--- config.mk ---
export PLATFORM = sky130hd
export DESIGN_NAME = track_position_record_decoder
export DESIGN_NICKNAME = d
export VERILOG_FILES = /design/src/hdl/tprd_pkg.sv /design/src/hdl/track_position_record_decoder.sv /design/src/hdl/tprd_queue.sv /design/src/hdl/tprd_parser.sv
export SDC_FILE = /design/constraint.sdc
export NUM_CORES = 1
export LEC_CHECK = 0
export ABC_AREA = 1
export ABC_CLOCK_PERIOD_IN_PS = 18900
export BUFFER_PORTS_ARGS = -buffer_cell sky130_fd_sc_hd__buf_2
export CELL_PAD_IN_SITES_DETAIL_PLACEMENT = 1
export CELL_PAD_IN_SITES_GLOBAL_PLACEMENT = 2
export CORE_MARGIN = 8
export CORE_UTILIZATION = 40
export DETAILED_ROUTE_END_ITERATION = 8
export HOLD_SLACK_MARGIN = 0.06
export PLACE_DENSITY = 0.95
export SLEW_MARGIN = 0
export SYNTH_ARGS = -nofsm -noshare
export SYNTH_HDL_FRONTEND = slang
export SYNTH_SLANG_ARGS = --single-unit
--- constraint.sdc ---
create_clock -name clk -period 18.9 [get_ports clk]
set_input_delay 1.89 -clock clk [delete_from_list [all_inputs] [get_ports clk]]
set_output_delay 1.89 -clock clk [all_outputs]
set_load 0.05 [all_outputs]
--- src/hdl/tprd_pkg.sv ---
// ----------------------------------------------------------------------------
// tprd_pkg
// Shared types and constants for the track position record decoder.
// ----------------------------------------------------------------------------
package tprd_pkg;

	typedef enum logic [3:0] {
		PH_FLAGS = 4'd0,
		PH_BASE  = 4'd1,
		PH_TID   = 4'd2,
		PH_CNT   = 4'd3,
		PH_TIME  = 4'd4,
		PH_LAT   = 4'd5,
		PH_LON   = 4'd6,
		PH_ALT   = 4'd7,
		PH_DTF   = 4'd8,
		PH_LAP   = 4'd9,
		PH_PC    = 4'd10,
		PH_DONE  = 4'd11
	} phase_t;

	localparam logic [14:0] DELTA_TIME_MASK = 15'd32767;
	localparam int unsigned QUEUE_DEPTH = 2;

	// One classified input byte passed from the front to the back.
	typedef struct packed {
		logic [7:0] data_byte;
		logic       first_byte;
		logic       final_byte;
	} req_t;

	// One decoded result.
	typedef struct packed {
		logic [15:0]        team_id;
		logic [15:0]        moment_index;
		logic signed [31:0] latitude;
		logic signed [31:0] longitude;
		logic [31:0]        timestamp;
		logic signed [31:0] distance_to_finish;
		logic [7:0]         lap;
		logic signed [15:0] altitude;
		logic               last_of_team;
		logic               empty_team;
		logic               truncated;
	} res_t;

endpackage

--- src/hdl/track_position_record_decoder.sv ---
// ----------------------------------------------------------------------------
// track_position_record_decoder
// Each accepted byte is held in the queue; a result that it completes is
// registered in the parser's result register.
// Throughput: one byte per cycle; a two-entry queue feeds the parser and
// its single result register, so the intake stalls only when both fill.
// Reset: arst_n clears the queue, all parser state and the result valid.
// Decodes a big-endian track file one byte at a time into moment results.
// ----------------------------------------------------------------------------
module track_position_record_decoder
	import tprd_pkg::*;
(
	input  logic               clk,
	input  logic               arst_n,
	input  logic               in_valid,
	output logic               in_ready,
	input  logic [7:0]         data_byte,
	input  logic               first_byte,
	input  logic               final_byte,
	output logic               out_valid,
	input  logic               out_ready,
	output logic [15:0]        team_id,
	output logic [15:0]        moment_index,
	output logic signed [31:0] latitude,
	output logic signed [31:0] longitude,
	output logic [31:0]        timestamp,
	output logic signed [31:0] distance_to_finish,
	output logic [7:0]         lap,
	output logic signed [15:0] altitude,
	output logic               last_of_team,
	output logic               empty_team,
	output logic               truncated
);

	req_t in_req, q_req;
	logic q_valid, q_ready;
	res_t res;

	assign in_req = '{data_byte: data_byte, first_byte: first_byte, final_byte: final_byte};

	tprd_queue u_queue (
		.clk(clk), .arst_n(arst_n),
		.in_valid(in_valid), .in_ready(in_ready), .in_req(in_req),
		.out_valid(q_valid), .out_ready(q_ready), .out_req(q_req)
	);

	tprd_parser u_parser (
		.clk(clk), .arst_n(arst_n),
		.in_valid(q_valid), .in_ready(q_ready), .in_req(q_req),
		.out_valid(out_valid), .out_ready(out_ready), .out_res(res)
	);

	assign team_id            = res.team_id;
	assign moment_index       = res.moment_index;
	assign latitude           = res.latitude;
	assign longitude          = res.longitude;
	assign timestamp          = res.timestamp;
	assign distance_to_finish = res.distance_to_finish;
	assign lap                = res.lap;
	assign altitude           = res.altitude;
	assign last_of_team       = res.last_of_team;
	assign empty_team         = res.empty_team;
	assign truncated          = res.truncated;

endmodule

--- src/hdl/tprd_queue.sv ---
// ----------------------------------------------------------------------------
// tprd_queue
// Two-entry request queue decoupling the byte intake from the parser.
// ----------------------------------------------------------------------------
module tprd_queue
	import tprd_pkg::*;
(
	input  logic clk,
	input  logic arst_n,
	input  logic in_valid,
	output logic in_ready,
	input  req_t in_req,
	output logic out_valid,
	input  logic out_ready,
	output req_t out_req
);

	req_t       mem_q [QUEUE_DEPTH];
	logic       wr_ptr_q;
	logic       rd_ptr_q;
	logic [1:0] count_q;
	logic       push;
	logic       pop;

	assign in_ready  = (count_q != 2'd2);
	assign out_valid = (count_q != 2'd0);
	assign out_req   = mem_q[rd_ptr_q];
	assign push      = in_valid && in_ready;
	assign pop       = out_valid && out_ready;

	always_ff @(posedge clk) begin
		if (push) begin
			mem_q[wr_ptr_q] <= in_req;
		end
	end

	always_ff @(posedge clk or negedge arst_n) begin
		if (!arst_n) begin
			wr_ptr_q <= 1'b0;
			rd_ptr_q <= 1'b0;
			count_q  <= 2'd0;
		end else begin
			if (push) wr_ptr_q <= ~wr_ptr_q;
			if (pop) rd_ptr_q <= ~rd_ptr_q;
			count_q <= count_q + {1'b0, push} - {1'b0, pop};
		end
	end

	a_no_overflow: assert property (@(posedge clk) disable iff (!arst_n)
		count_q <= 2'd2) else $error("queue overflow");
	a_count_up: assert property (@(posedge clk) disable iff (!arst_n)
		(push && !pop) |=> count_q == $past(count_q) + 2'd1) else $error("push lost");
	a_count_dn: assert property (@(posedge clk) disable iff (!arst_n)
		(pop && !push) |=> count_q == $past(count_q) - 2'd1) else $error("pop lost");

endmodule

--- src/hdl/tprd_parser.sv ---
// ----------------------------------------------------------------------------
// tprd_parser
// Byte parser: accumulates fields, applies delta or absolute form, and
// registers one result per completed moment, empty team or truncated end.
// ----------------------------------------------------------------------------
module tprd_parser
	import tprd_pkg::*;
(
	input  logic clk,
	input  logic arst_n,
	input  logic in_valid,
	output logic in_ready,
	input  req_t in_req,
	output logic out_valid,
	input  logic out_ready,
	output res_t out_res
);

	phase_t      phase_q;
	logic [3:0]  flags_q;
	logic [31:0] base_q;
	logic [15:0] team_q;
	logic [15:0] left_q;
	logic [15:0] cnt_q;
	logic [31:0] shift_q;
	logic [2:0]  nbytes_q;
	logic        delta_q;
	logic [31:0] lat_q;
	logic [31:0] lon_q;
	logic [31:0] ptime_q;
	logic [31:0] dist_q;
	logic [31:0] wtime_q;
	logic [15:0] walt_q;
	logic [7:0]  wlap_q;
	logic        res_valid_q;
	res_t        res_q;

	// next-state values
	phase_t      ph_n;
	logic [31:0] base_n, shift_n, lat_n, lon_n, ptime_n, dist_n, wtime_n;
	logic [15:0] team_n, left_n, cnt_n, walt_n;
	logic [7:0]  wlap_n;
	logic [3:0]  flags_n;
	logic [2:0]  nbytes_n, flen;
	logic        delta_n, emit;
	res_t        r;
	phase_t      cur;
	logic [31:0] v, sx;
	logic        take;

	assign take      = in_valid && in_ready;
	assign in_ready  = !res_valid_q || out_ready;
	assign out_valid = res_valid_q;
	assign out_res   = res_q;

	function automatic logic present(phase_t p, logic [3:0] f);
		case (p)
			PH_ALT:  present = f[0];
			PH_DTF:  present = f[1];
			PH_LAP:  present = f[1] && f[2];
			PH_PC:   present = f[3];
			default: present = 1'b1;
		endcase
	endfunction

	function automatic phase_t adv(phase_t p, logic [3:0] f);
		phase_t q;
		q = p;
		if (q == PH_ALT && !present(PH_ALT, f)) q = PH_DTF;
		if (q == PH_DTF && !present(PH_DTF, f)) q = PH_LAP;
		if (q == PH_LAP && !present(PH_LAP, f)) q = PH_PC;
		if (q == PH_PC && !present(PH_PC, f)) q = PH_DONE;
		return q;
	endfunction

	always_comb begin
		ph_n = phase_q; flags_n = flags_q; base_n = base_q; team_n = team_q;
		left_n = left_q; cnt_n = cnt_q; shift_n = shift_q; nbytes_n = nbytes_q;
		delta_n = delta_q; lat_n = lat_q; lon_n = lon_q; ptime_n = ptime_q;
		dist_n = dist_q; wtime_n = wtime_q; walt_n = walt_q; wlap_n = wlap_q;
		r = '0; emit = 1'b0; v = '0; sx = '0; flen = 3'd4;
		cur = in_req.first_byte ? PH_FLAGS : phase_q;
		if (in_req.first_byte) begin
			nbytes_n = 3'd0; shift_n = '0;
		end
		if (cur == PH_FLAGS) begin
			flags_n = in_req.data_byte[3:0];
			ph_n = PH_BASE; nbytes_n = 3'd0; shift_n = '0;
		end else if (cur <= PH_PC) begin
			if (cur == PH_TIME && nbytes_n == 3'd0) begin
				delta_n = in_req.data_byte[7]; walt_n = '0; wlap_n = '0;
			end
			v = {shift_n[23:0], in_req.data_byte};
			nbytes_n = nbytes_n + 3'd1;
			case (cur)
				PH_BASE:                flen = 3'd4;
				PH_TID, PH_CNT, PH_ALT: flen = 3'd2;
				PH_LAP:                 flen = 3'd1;
				default:                flen = delta_n ? 3'd2 : 3'd4;
			endcase
			shift_n = v;
			sx = {{16{v[15]}}, v[15:0]};
			if (nbytes_n >= flen) begin
				nbytes_n = 3'd0; shift_n = '0;
				case (cur)
					PH_BASE: begin
						base_n = v; ph_n = PH_TID;
					end
					PH_TID: begin
						team_n = v[15:0]; ph_n = PH_CNT;
					end
					PH_CNT: begin
						if (v[15:0] == 16'd0) begin
							r.team_id = team_q; r.empty_team = 1'b1; emit = 1'b1;
							ph_n = PH_TID;
						end else begin
							left_n = v[15:0]; cnt_n = '0;
							lat_n = '0; lon_n = '0; ptime_n = '0; dist_n = '0;
							ph_n = PH_TIME;
						end
					end
					default: begin
						case (cur)
							PH_TIME: wtime_n = delta_n ?
								ptime_q - {17'd0, v[14:0] & DELTA_TIME_MASK} : base_q + v;
							PH_LAT:  lat_n = delta_n ? lat_q + sx : v;
							PH_LON:  lon_n = delta_n ? lon_q + sx : v;
							PH_ALT:  walt_n = v[15:0];
							PH_DTF:  dist_n = delta_n ? dist_q + sx : v;
							PH_LAP:  wlap_n = v[7:0];
							default: ;
						endcase
						ph_n = adv(phase_t'(cur + 4'd1), flags_q);
						if (ph_n == PH_DONE) begin
							if (!flags_q[1]) dist_n = '0;
							ptime_n = wtime_n;
							left_n = left_q - 16'd1;
							r.team_id = team_q;
							r.moment_index = cnt_q;
							r.latitude = lat_n;
							r.longitude = lon_n;
							r.timestamp = wtime_n;
							r.distance_to_finish = dist_n;
							r.lap = wlap_n;
							r.altitude = walt_n;
							r.last_of_team = (left_n == 16'd0);
							emit = 1'b1;
							cnt_n = cnt_q + 16'd1;
							ph_n = (left_n == 16'd0) ? PH_TID : PH_TIME;
						end
					end
				endcase
			end
		end else begin
			ph_n = PH_FLAGS;
		end
		if (in_req.final_byte) begin
			if (!(ph_n == PH_TID && nbytes_n == 3'd0)) begin
				r.truncated = 1'b1; emit = 1'b1;
			end
			ph_n = PH_FLAGS; nbytes_n = 3'd0; shift_n = '0;
		end
	end

	always_ff @(posedge clk or negedge arst_n) begin
		if (!arst_n) begin
			phase_q <= PH_FLAGS; flags_q <= '0; base_q <= '0; team_q <= '0;
			left_q <= '0; cnt_q <= '0; shift_q <= '0; nbytes_q <= '0;
			delta_q <= 1'b0; lat_q <= '0; lon_q <= '0; ptime_q <= '0;
			dist_q <= '0; wtime_q <= '0; walt_q <= '0; wlap_q <= '0;
			res_valid_q <= 1'b0;
		end else begin
			if (out_ready) res_valid_q <= 1'b0;
			if (take) begin
				phase_q <= ph_n; flags_q <= flags_n; base_q <= base_n; team_q <= team_n;
				left_q <= left_n; cnt_q <= cnt_n; shift_q <= shift_n;
				nbytes_q <= nbytes_n; delta_q <= delta_n; lat_q <= lat_n;
				lon_q <= lon_n; ptime_q <= ptime_n; dist_q <= dist_n;
				wtime_q <= wtime_n; walt_q <= walt_n; wlap_q <= wlap_n;
				if (emit) res_valid_q <= 1'b1;
			end
		end
	end

	always_ff @(posedge clk) begin
		if (take && emit) res_q <= r;
	end

	a_hold: assert property (@(posedge clk) disable iff (!arst_n)
		(out_valid && !out_ready) |=> out_valid && $stable(out_res))
		else $error("result dropped");
	a_final: assert property (@(posedge clk) disable iff (!arst_n)
		(take && in_req.final_byte) |=> phase_q == PH_FLAGS)
		else $error("final byte left parse open");
	a_nbytes: assert property (@(posedge clk) disable iff (!arst_n)
		nbytes_q < 3'd4) else $error("field byte count overrun");

endmodule

* Word-level counts from Yosys, hierarchy flattened
Memories as Yosys holds them, arrays and structs flattened. Cells that the tools add are included.
Storage, ports and cells: memory bits (read-only) 0, output and inout port bits 189, memories kept 1, word-level logic and storage cells 216, memory bits (writable) 20, bits of input ports 14, flip-flop bits (word level) 492, bits in latches 0
Memory list:
- u_queue.mem_q | words 2, width 10, read ports 1, clocked after Yosys merged registers in 0, write ports 1, line tprd_queue.sv:18 | req_t mem_q [QUEUE_DEPTH];
Cells by class: div/mod/pow operators 0, shift-type cells 0, reduce and logical (&&, ||, !) cells 36, eq/ne operators 17, order comparisons 2, bitwise operators 9, add/sub/neg operators 11, muxes and demuxes 109, multiply operators 0
Operator list (count):
- $mux W32 | 12
- $pmux W32 S2 | 4
- $mux W185 | 1
- $mux W16 | 9
- $add A32 B32 Y32 | 4
- $mux W24 | 5
- $mux W4 | 26
- $pmux W16 S2 | 3
- $logic_not A16 Y1 | 2
- $mux W1 | 32
- $mux W8 | 4
- $sub A32 B15 Y32 | 1
- $mux W3 | 10
- $eq A4 B4 Y1 const B | 6
- $eq A4 B3 Y1 const B | 5
- $add A16 B1 Y16 const B | 1
- $sub A16 B1 Y16 const B | 1
- $reduce_and A5 Y1 | 3
- $eq A4 B2 Y1 const B | 3
- $pmux W4 S3 | 1
- $logic_and A1 B1 Y1 | 10
- $not A1 Y1 | 9
- $pmux W3 S3 | 1
- $reduce_or A3 Y1 | 3
- other kinds (21) | 28

* Longest topological paths before layout
An unclocked memory read counts as a cell.
depth after elaboration 55, gate-level depth with buffers 35, depth with buffers taken out 30

* Cells and area by module
A second synthesis with hierarchy kept.
Unflattened totals: cells, all modules 3873, area total of the unflattened synthesis 30579.3 µm²
Modules (own cells, without submodules):
- tprd_parser | area each 29597.1 µm², seq. area each 13147.6 µm², instances 1, cells each 3789
- tprd_queue | area each 982.2 µm², seq. area each 700.7 µm², instances 1, cells each 84

* Worst setup path after synthesis
Ideal clock, no wire load.
kind register to register, start point reg u_queue.rd_ptr_q, end point reg u_parser.res_q, in the netlist u_parser.out_res[0] (enable), clock period less this slack 8.528 ns, arrival time 7.988 ns, setup time 0.540 ns, data required time 18.360 ns, path buffers 5, path slack 10.372 ns, cell stages (with the launch flop) 31, cell sequence dfrtp_1 nand2_1 nand2_2 inv_2 buf_2 clkbuf_1 buf_1 nor2_1 inv_1 ha_1 inv_1 nor2_4 nand2_1 nor2_2 nand2_1 nand2_1 buf_2 clkbuf_1 a21oi_1 ha_1 nand3_1 nand3_1 nor2_1 a22oi_1 o211ai_1 a21oi_1 nand3_1 o21bai_1 nand2_1 nand2_1 inv_1
Between the ends: cells in the longest elaborated chain, start to end 42, elaborated cells between the ends (all ways) 77, those cells by class add/sub (2); order compare (2); eq/ne (12); mux (47); reduce/logical (13); memory (1)
RTL lines:
- from (decl) | line tprd_queue.sv:20 | logic rd_ptr_q;
- from (signal assigned) | line tprd_queue.sv:44 | if (pop) rd_ptr_q <= ~rd_ptr_q;
- $mem_v2 Z2 W10 (*)
- $mux W4 | line tprd_parser.sv:82 | cur = in_req.first_byte ? PH_FLAGS : phase_q;
- $add A4 B1 Y4 | line tprd_parser.sv:133 | ph_n = adv(phase_t'(cur + 4'd1), flags_q);
- $eq A4 B3 Y1 | line tprd_parser.sv:69 | if (q == PH_ALT && !present(PH_ALT, f)) q = PH_DTF;
- $logic_and A1 B1 Y1 | line tprd_parser.sv:69
- $mux W4 | line tprd_parser.sv:69
- $mux W4 | line tprd_parser.sv:105 | case (cur)
- $mux W4 | line tprd_parser.sv:103 | if (nbytes_n >= flen) begin
- (+26 left out)
- $mux W4 | line tprd_parser.sv:103
- $mux W4 | line tprd_parser.sv:89 | end else if (cur <= PH_PC) begin
- $mux W4 | line tprd_parser.sv:86 | if (cur == PH_FLAGS) begin
- $eq A4 B2 Y1 | line tprd_parser.sv:158 | if (!(ph_n == PH_TID && nbytes_n == 3'd0)) begin
- $logic_and A1 B1 Y1 | line tprd_parser.sv:158
- $mux W1 | line tprd_parser.sv:158
- $mux W1 (*) | line tprd_parser.sv:157 | if (in_req.final_byte) begin
- $logic_and A1 B1 Y1 (*) | line tprd_parser.sv:186 | if (take && emit) res_q <= r;
- to (signal assigned) | line tprd_parser.sv:186
- to (decl) | line tprd_parser.sv:36 | res_t res_q;
Every way passes the cells marked *; elsewhere a longest branch is shown, timed or not. The select of a mux whose other input is x is not followed. A chain may end at the register's enable or synchronous reset.

* Worst setup path after layout
start point reg u_queue.rd_ptr_q, end point reg u_parser.dist_q[23]
Between the ends: cells in the longest elaborated chain, start to end 34, elaborated cells between the ends (all ways) 67, those cells by class add/sub (3); order compare (2); eq/ne (13); mux (35); bitwise (2); reduce/logical (11); memory (1)
RTL lines:
- $mem_v2 Z2 W10 (*)
- $mux W4 | line tprd_parser.sv:82
- $add A4 B1 Y4 | line tprd_parser.sv:133
- $eq A4 B3 Y1 | line tprd_parser.sv:69
- $logic_and A1 B1 Y1 | line tprd_parser.sv:69
- $mux W4 | line tprd_parser.sv:69
- $mux W4 | line tprd_parser.sv:105
- $mux W4 | line tprd_parser.sv:103
- (+18 left out)
- $mux W4 | line tprd_parser.sv:72 | if (q == PH_PC && !present(PH_PC, f)) q = PH_DONE;
- $mux W4 | line tprd_parser.sv:105
- $mux W4 | line tprd_parser.sv:103
- $mux W4 | line tprd_parser.sv:89
- $mux W4 | line tprd_parser.sv:86
- $eq A4 B4 Y1 | line tprd_parser.sv:134 | if (ph_n == PH_DONE) begin
- $mux W32 | line tprd_parser.sv:134
- $pmux W32 S2 | line tprd_parser.sv:105
- to (signal assigned) | line tprd_parser.sv:178 | lon_q <= lon_n; ptime_q <= ptime_n; dist_q <= dist_n;
- to (decl) | line tprd_parser.sv:31 | logic [31:0] dist_q;
Marks and branches as above.

==> flow_metrics.env <==
export IMPL_status="completed"
export IMPL_yosys_top_cells_area="dfrtp_1 (25%), edfxtp_1 (21%), nand2_1 (9.1%)"
export IMPL_dieArea_um2=84520
export IMPL_hold_viol=0
export IMPL_worst_slew_pin_slew_ns=1.292
export IMPL_ant_nets=0
export IMPL_cellLeakagePower_nw=15.37
export IMPL_worst_setup_path_end_kind="flop"
export IMPL_clkPwrFrac=0.250
export IMPL_cts_buffer_depth=3
export IMPL_fin_crit_sh=0.5373
export IMPL_reg2regPathDepth=26
export IMPL_cts_buffers=58
export IMPL_setup_tns_ns=0
export IMPL_dp_hpwl_um=74040
export IMPL_clock_skew_ns=0.04069
export IMPL_drt_wl_total_um=104400
export IMPL_rrSetupSlack_ns=8.74
export IMPL_yosysUniqueCellTypes=57
export IMPL_port_buffers=202
export IMPL_synth_edff_count=207
export IMPL_firstDrtPassIters=5
export IMPL_die_x_um=290.7
export IMPL_arrival_ns=10.67
export IMPL_min_path_cells=1
export IMPL_antenna_found_initial=2
export IMPL_max_freq_mhz=98.47
export IMPL_ys_ff_latch=512
export IMPL_max_cap_violations=0
export IMPL_p_per_area_nw_per_um2=141.1
export IMPL_sw_frac_of_total=0.4516
export IMPL_stdcell_area_um2=34200
export IMPL_fill_cells=9033
export IMPL_clockRootBuffer="clkbuf_16"
export IMPL_seq_power_share=0.330
export IMPL_core_area_um2=74570
export IMPL_clkSinkCount=512
export IMPL_die_h_um=290.7
export IMPL_synth_fp_nets=3922
export IMPL_grt_pass1_vias=28483
export IMPL_cts_setup_buffers=0
export IMPL_clock_latency_ns=0.64
export IMPL_setup_viol=0
export IMPL_p_sw_mw=2.179
export IMPL_wire_per_inst_um=21.19
export IMPL_cts_clk_slew_worst_paths_ns=0.07
export IMPL_via_per_inst=5.540
export IMPL_final_layout_size_suffix_gt1_frac=0.1062
export IMPL_cp_max_fo=60
export IMPL_num_io_pins=203
export IMPL_cp_required_ns=19.41
export IMPL_nets=4078
export IMPL_slew_headroom=0.1296
export IMPL_holdPathEnd="u_parser.cnt_q[15]"
export IMPL_rsz0062_at_grt="false"
export IMPL_first_iter_violations=2015
export IMPL_grt_max_degree=151
export IMPL_gr_total_overflow=0
export IMPL_total_power_mw=4.824
export IMPL_final_max_slew_viol_count=0
export IMPL_synth_top_area_cell="dfrtp_1"
export IMPL_synth_main_ff_cell="dfrtp_1"
export IMPL_combPwrFrac=0.420
export IMPL_postSynthAreaPerCell_um2=8.050
export IMPL_min_delay_start="u_parser.cnt_q[15]"
export IMPL_yosysSeqAreaShare=0.4587
export IMPL_r2r_start="u_queue.rd_ptr_q"
export IMPL_p_int_mw=2.646
export IMPL_cp_start_kind="flop"
export IMPL_path_class="flop to flop"
export IMPL_row_count=100
export IMPL_ys_async_sr_fraction=0.5957
export IMPL_finalCriticalPeriod_ns=10.16
export IMPL_hp_class="flop to flop"
export IMPL_vias=27301
export IMPL_initial_core_util=0.4048
export IMPL_place_congestion=0.9387
export IMPL_whs_ns=0.4808
export IMPL_grt_pass1_wl_um=164200
export IMPL_cts_htree_levels=2
export IMPL_netlist_area_leader_share=0.2528
export IMPL_vdd_drop_max_mv=0.08281
export IMPL_dpl_instance_area_um2=32150
export IMPL_worstReg2RegEnd="u_parser.dist_q[23]"
export IMPL_area_delta_synth_final_pct=13.28
export IMPL_grtUsageTotal=0.2409
export IMPL_cts_resized=0
export IMPL_synth_area_um2=30190
export IMPL_drc=0
export IMPL_ys_warn_count=0
export IMPL_postCtsHoldBufs=0
export IMPL_cts_tree="done"
export IMPL_syn_inst=3750
-- metal layers --
layer | GRT usage | wire length [um]
met4 | 0.08054 | 3786
met2 | 0.4052 | 49250
met1 | 0.3187 | 46450
met3 | 0.03192 | 4948
met5 | 0 | 0
-- worst max-delay path, cell delays in order (launching register included) --
cell and delay, ns:
dfrtp_1 0.65, inv_2 0.20, nand2_1 0.14, nand2_2 0.11, inv_2 0.54, nor2_1 0.17
inv_1 0.15, ha_1 0.16, inv_1 0.10, nor2_4 0.12, buf_4 0.47, nand2_1 0.19
nor2_2 0.96, nand2_1 0.14, nand2_2 0.67, clkinv_2 0.77, a21oi_1 0.34, ha_1 0.21
nand3b_1 0.09, nand3_1 0.26, nand2_1 0.18, nor2_2 0.11, buf_4 0.30, clkinv_2 0.69
a21oi_1 1.12, inv_1 0.69, o21ai_0 0.44
-- how the worst max path moves through the flow --
stage / from / end / depth (start not counted)
5_1_grt: u_queue.rd_ptr_q / u_parser.dist_q[23] / 26
3_3_place_gp: u_queue.rd_ptr_q / u_parser.dist_q[12] / 26
2_1_floorplan: u_queue.rd_ptr_q / u_parser.out_res[0] / 30
4_1_cts: u_queue.rd_ptr_q / u_parser.dist_q[23] / 26
3_5_place_dp: u_queue.rd_ptr_q / u_parser.dist_q[23] / 26
6_report: u_queue.rd_ptr_q / u_parser.dist_q[23] / 26
-- flip-flops by register name (all words and copies together) (netlist names), 20 cells and up --
signal,cells
u_parser.ptime_q,32
u_parser.out_res,187
u_queue.mem_q,20
u_parser.lat_q,32
u_parser.base_q,32
u_parser.shift_q,24
u_parser.wtime_q,32
u_parser.lon_q,32
u_parser.dist_q,32
-- Yosys cell counts, types with 8 or more instances --
cell type,n
nor4_1,15
dfrtp_1,305
o22ai_1,48
nand4_1,26
o211ai_1,65
o32ai_1,21
nor3_1,23
inv_2,15
clkbuf_1,92
nor2_2,9
inv_1,403
nor2_1,471
xnor2_1,23
o21a_1,18
o21ai_1,64
a21oi_1,252
edfxtp_1,207
buf_2,37
nand3_1,152
nand2_1,733
buf_1,8
ha_1,153
a21o_1,10
nand2_2,9
or2_2,23
o21bai_1,9
a21boi_0,11
o21ai_0,390
xor2_1,47
a31oi_1,45
-- layout by cell type (no fill, tap or decap), types with 26 or more instances in the layout --
cell / count
dfrtp_1: 305
a21oi_1: 252
o211ai_1: 65
nor2_1: 464
buf_4: 36
ha_1: 153
clkbuf_16: 59
buf_2: 201
edfxtp_1: 207
a31oi_1: 45
inv_1: 402
o22ai_1: 48
o21ai_1: 65
xor2_1: 47
nand2_1: 731
o21ai_0: 389
nand3_1: 152
nand4_1: 26
-- stage by stage --
| step | util | setup WS (ns) | std cells |
|---|---|---|---|
| floorplan | - | 10.37 | 3750 |
| global placement | 0.4311 | 9.377 | 4815 |
| detailed placement | 0.4311 | 8.725 | 4815 |
| CTS | 0.4585 | 8.712 | 4925 |
| global route | 0.4585 | 7.668 | 4925 |
| finish | 0.4586 | 8.745 | 4928 |
-- layout make-up --
type                    instances  area, um2  share of cell area
multi-input cells            2675      14190              0.4150
flip-flops and latches        512      13850              0.4050
inverters                     420       1587             0.04640
clock buffers                  70       1558             0.04555
repair buffers                239       1311             0.03835
well taps                     969       1212             0.03546
clock inverters                40      480.5             0.01405
diodes                          3      7.507           0.0002195
-- power groups by stage --
stage	clock network [mW]	registers [mW]	logic (mW)
3_3_place_gp	0	1.60	1.97
6_report	1.21	1.59	2.03
5_1_grt	1.26	1.62	2.18
2_1_floorplan	0	2.10	0.929
4_1_cts	1.23	1.59	2.03
3_5_place_dp	0	1.61	2.01
-- logic make-up (layout without fill, tap and decap cells) --
| family | after synthesis | after routing | synth area share |
|---|---|---|---|
| flops | 512 | 512 | 0.4587 |
| simple gates | 1487 | 1487 | 0.2029 |
| mux | 1 | 1 | 0.0003316 |
| fa+ha+maj | 158 | 158 | 0.06673 |
| compound gates | 959 | 959 | 0.1781 |
| other cells | 0 | 3 | 0 |
| xor+xnor | 70 | 70 | 0.02031 |
| buf+inv | 563 | 769 | 0.07291 |
Note: power is estimated with default switching activity, not from simulation.
